--- src/rtl/crs_pkg.sv ---
// ----------------------------------------------------------------------------
// crs_pkg
// Shared constants, state codes and control structures of the rerank score.
// ----------------------------------------------------------------------------
package crs_pkg;

  localparam int MAX_DIM  = 1024;
  localparam int CNT_W    = $clog2(MAX_DIM + 1);
  localparam int DOT_W    = 42;
  localparam int SQ_W     = 41;
  localparam int SUM_W    = 26;
  localparam int ROOT_W   = 25;
  localparam int REM_W    = 54;
  localparam int DEN_W    = 52;
  localparam int QUO_W    = 28;

  localparam logic [18:0] ALIGN_MAX = 19'd131072;
  localparam logic [27:0] VAR_MAX   = 28'hFFFFFFF;
  localparam logic [4:0]  ALIGN_STEPS = 5'd17;
  localparam logic [4:0]  VAR_STEPS   = 5'd28;

  localparam logic [1:0] REG_NOISE_DELTA  = 2'd0;
  localparam logic [1:0] REG_ALIGN_LAMBDA = 2'd1;
  localparam logic [1:0] REG_BONUS        = 2'd2;

  typedef enum logic [3:0] {
    ST_ACC, ST_ROOT, ST_ROOT_WAIT, ST_DEN, ST_ADIV, ST_ADIV_WAIT, ST_ALIGN,
    ST_VMUL, ST_VDEN, ST_VDIV, ST_VDIV_WAIT, ST_VAR, ST_PEN, ST_SCORE, ST_OUT
  } state_t;

  typedef struct packed {
    logic acc_en;
    logic sqrt_start;
    logic den_load;
    logic adiv_start;
    logic align_load;
    logic vmul_load;
    logic vden_load;
    logic vdiv_start;
    logic var_load;
    logic pen_load;
    logic score_load;
    logic out_load;
  } cmd_t;

  typedef struct packed {
    logic close;
    logic sqrt_done;
    logic div_done;
    logic out_free;
  } stat_t;

endpackage

--- src/rtl/crs_ctrl.sv ---
// ----------------------------------------------------------------------------
// crs_ctrl
// Sequencer that accumulates elements and steps through the closing work.
// ----------------------------------------------------------------------------
module crs_ctrl import crs_pkg::*; (
  input  logic  clk,
  input  logic  rst,
  input  logic  in_valid,
  output logic  in_ready,
  input  stat_t stat,
  output cmd_t  cmd
);

  state_t state;
  state_t state_next;

  always_ff @(posedge clk) begin
    if (rst) begin
      state <= ST_ACC;
    end else begin
      state <= state_next;
    end
  end

  always_comb begin
    state_next = state;
    case (state)
      ST_ACC:       if (in_valid && stat.close) state_next = ST_ROOT;
      ST_ROOT:      state_next = ST_ROOT_WAIT;
      ST_ROOT_WAIT: if (stat.sqrt_done) state_next = ST_DEN;
      ST_DEN:       state_next = ST_ADIV;
      ST_ADIV:      state_next = ST_ADIV_WAIT;
      ST_ADIV_WAIT: if (stat.div_done) state_next = ST_ALIGN;
      ST_ALIGN:     state_next = ST_VMUL;
      ST_VMUL:      state_next = ST_VDEN;
      ST_VDEN:      state_next = ST_VDIV;
      ST_VDIV:      state_next = ST_VDIV_WAIT;
      ST_VDIV_WAIT: if (stat.div_done) state_next = ST_VAR;
      ST_VAR:       state_next = ST_PEN;
      ST_PEN:       state_next = ST_SCORE;
      ST_SCORE:     state_next = ST_OUT;
      ST_OUT:       if (stat.out_free) state_next = ST_ACC;
      default:      state_next = ST_ACC;
    endcase
  end

  always_comb begin
    cmd      = '0;
    in_ready = 1'b0;
    case (state)
      ST_ACC: begin
        in_ready   = 1'b1;
        cmd.acc_en = in_valid;
      end
      ST_ROOT:  cmd.sqrt_start = 1'b1;
      ST_DEN:   cmd.den_load   = 1'b1;
      ST_ADIV:  cmd.adiv_start = 1'b1;
      ST_ALIGN: cmd.align_load = 1'b1;
      ST_VMUL:  cmd.vmul_load  = 1'b1;
      ST_VDEN:  cmd.vden_load  = 1'b1;
      ST_VDIV:  cmd.vdiv_start = 1'b1;
      ST_VAR:   cmd.var_load   = 1'b1;
      ST_PEN:   cmd.pen_load   = 1'b1;
      ST_SCORE: cmd.score_load = 1'b1;
      ST_OUT:   cmd.out_load   = stat.out_free;
      default: ;
    endcase
  end

endmodule

--- config.mk ---
export PLATFORM = sky130hd
export DESIGN_NAME = crs_ctrl
export DESIGN_NICKNAME = d
export VERILOG_FILES = /design/src/rtl/crs_pkg.sv /design/src/rtl/crs_ctrl.sv
export SDC_FILE = /design/constraint.sdc
export NUM_CORES = 1
export LEC_CHECK = 0
export BUFFER_PORTS_ARGS = -buffer_cell sky130_fd_sc_hd__buf_2
export CAP_MARGIN = 10
export CORE_MARGIN = 5
export CORE_UTILIZATION = 25
export DETAILED_ROUTE_END_ITERATION = 16
export GPL_ROUTABILITY_DRIVEN = 0
export PLACE_DENSITY = 0.63
export SYNTH_ARGS = -nofsm -noshare
export SYNTH_HDL_FRONTEND = slang
export SYNTH_SLANG_ARGS = --single-unit
--- constraint.sdc ---
create_clock -name clk -period 2.25 [get_ports clk]
set_input_delay 0 -clock clk [delete_from_list [all_inputs] [get_ports clk]]
set_output_delay 0 -clock clk [all_outputs]
set_load 0.01 [all_outputs]
==> run metrics <==
status completed; fin crit share 64.25%; layout cells sized above 1 36.76%; Worst Skew 4.501 ps; H-tree depth 1; Mapped Nets 56; unrepaired setup endpoints after global routing false; Switching Share 28.92%; final setup violation count 0; Routed Antenna Nets 0; gr usage total 10.62%; Comb power frac 18.6%; hold path cells 3; drt total wl 1024 um; post-layout util 35.87%; Avg Inst Size Synth 7.048 um2; largest net degree at the start of global routing 16; placed insts 79; Reg with most FFs state; Largest register FFs 4; Max transition margin 68.46%; DRT Pass-1 Iters 5; Worst-Margin Slew 472.4 ps; crit path DAT 1450 ps; TritonCTS Buffers 3; die area 0.002225 mm2; Syn-to-layout area delta 35.15%; Final Hold Fails 0; Yosys reg bits 4; min-delay src stat[1]; # DRC 0; R2R depth 3; Flop pwr share 39.1%; power density over cell area 468.9 mW/mm2; worst r2r dst state[0]; Port-buffer cells 19; Clock Sinks 4; IO Count 20; reg-to-reg startpoint state[2]; Largest regs state: 4 flops; Ys Warns 0; Synth area leaders dfxtp_1 (23%), a21oi_1 (7.2%), nor3_1 (7.2%); DP HPWL 762.4 um; vias in the first global route 388; critical path type flop to output pin; Internal Power 0.0001556 W; die width 47.17 um; P_leak 0.2094 nW; Yosys top cell area share 23.19%; Max Cap Viol 0; Final Non-Filler Cells 83; FMAX 0.6917 GHz; fin. max-slew vios 0; Hold EP state[0]; final total power 0.0002189 W; total number of vias 438; clock transition at the registers of the reported paths 40 ps; Clk pwr share 42.3%; crit path max fanout 15; GRT overflow 0; Final min period 1446 ps; ANT cells 0; post-synth cell types 23; initial drt markers 13; switching power 0.00006328 W; crit start category flop; TritonCTS clock tree yes; most common cell after layout, fill and taps aside buf_2; Mapped Area 345.3 um2; CP endpoint kind output pin; post-CTS setup buffer count 0; drt via density 5.277; Peak VDD IR 0.2190 mV; sequential cell area fraction in the yosys report 23.19%; WP data required 2250 ps; routed length per instance 12.34 um; most frequent cells in the layout buf_2 (19), nor2_1 (6), nor3_1 (5), a21oi_1 (5); Synth Instances 49; Clock Latency Late Sink 240 ps; Initial Utilization 26.54%; Hold Crit Class primary input to flop; global-route wire length before repair 1587 um; initial antenna violation count 0; core area 0.001301 mm2; FP Rows 13; Vert. Die Dim 47.17 um; maximum root-to-sink buffer count 2; Total Neg Setup Slack 0 ps; R2R setup slack 830 ps; CTS root buf clkbuf_4; area leader, netlist dfxtp_1; final net count 77
## worst max-delay path: stages (launching register included)
cell	delay, ps
dfxtp_1	590
nand2b_1	170
or2_1	280
inv_1	50
buf_2	120
## layer usage
| layer | vias up | track usage, % | wire (um) |
|---|---|---|---|
| met2 | 19 | 15.45 | 457 |
| met3 | 4 | 3.065 | 84 |
| met4 | 0 | 11.60 | 36 |
| li1 | 222 | - | - |
| met5 | - | 0 | 0 |
| met1 | 193 | 11.61 | 445 |
## cells by family (layout without fill, tap and decap cells)
| kind of cell | Yosys count | count (layout) | synth area share [%] |
|---|---|---|---|
| AOI/OAI and AO/OA | 13 | 13 | 25.00 |
| buffers and inverters | 7 | 26 | 10.51 |
| DFF | 4 | 4 | 23.19 |
| and+or+nand+nor | 25 | 25 | 41.30 |
## power by group through the flow
stage	sequential, W	clock [W]	combinational [W]
6_report	0.0000857	0.0000926	0.0000406
3_3_place_gp	0.0000859	0	0.0000393
4_1_cts	0.0000853	0.0000966	0.0000413
5_1_grt	0.0000870	0.000101	0.0000461
2_1_floorplan	0.0000782	0	0.0000319
3_5_place_dp	0.0000864	0	0.0000399
## worst max-delay path by stage
stage,slack (ps),depth (start not counted),from,to
5_1_grt,670,4,state[0],cmd[6]
3_3_place_gp,900,3,state[2],state[0]
6_report,800,4,state[0],cmd[6]
3_5_place_dp,840,3,state[2],state[0]
2_1_floorplan,1150,3,state[1],state[0]
4_1_cts,800,4,state[2],cmd[6]
## layout make-up
class	count	area, um2
timing repair buffer	20	105.1
tap	15	18.77
inverter	3	11.26
fill	153	834.6
multi-input combinational	38	229.0
clock buffer	3	22.52
sequential	4	80.08
## synthesized netlist by cell type
cell type  count
a31oi_1        1
nand2b_1       2
a21oi_1        5
nand2_1        4
or4b_1         1
a311o_1        2
nand3_1        2
nor4_2         1
or2_1          1
nor3_1         5
nor2_1         6
a211o_1        1
o311ai_1       1
inv_1          1
nand4bb_1      2
buf_2          2
buf_4          1
o31ai_1        1
dfxtp_1        4
clkbuf_4       1
inv_2          2
and2_1         1
o21ai_0        2
## metrics by stage
stage | area [um2] | setup WS [ps] | hold slack (ps)
CTS | 466.7 | 803.6 | 68.42
finish | 466.7 | 804.3 | 72.88
floorplan | 345.3 | 1150 | 69.07
global route | 466.7 | 672.5 | 85.84
global placement | 434.2 | 898.3 | 228.4
detailed placement | 434.2 | 839.2 | 224.7
## timing repair
item | 4_1_cts | 5_1_grt
hold buffers | 1 | 0
endpoints found under the hold margin | 3 | 0
gates resized for setup | 0 | 0
(Power assumes the default switching activity.)
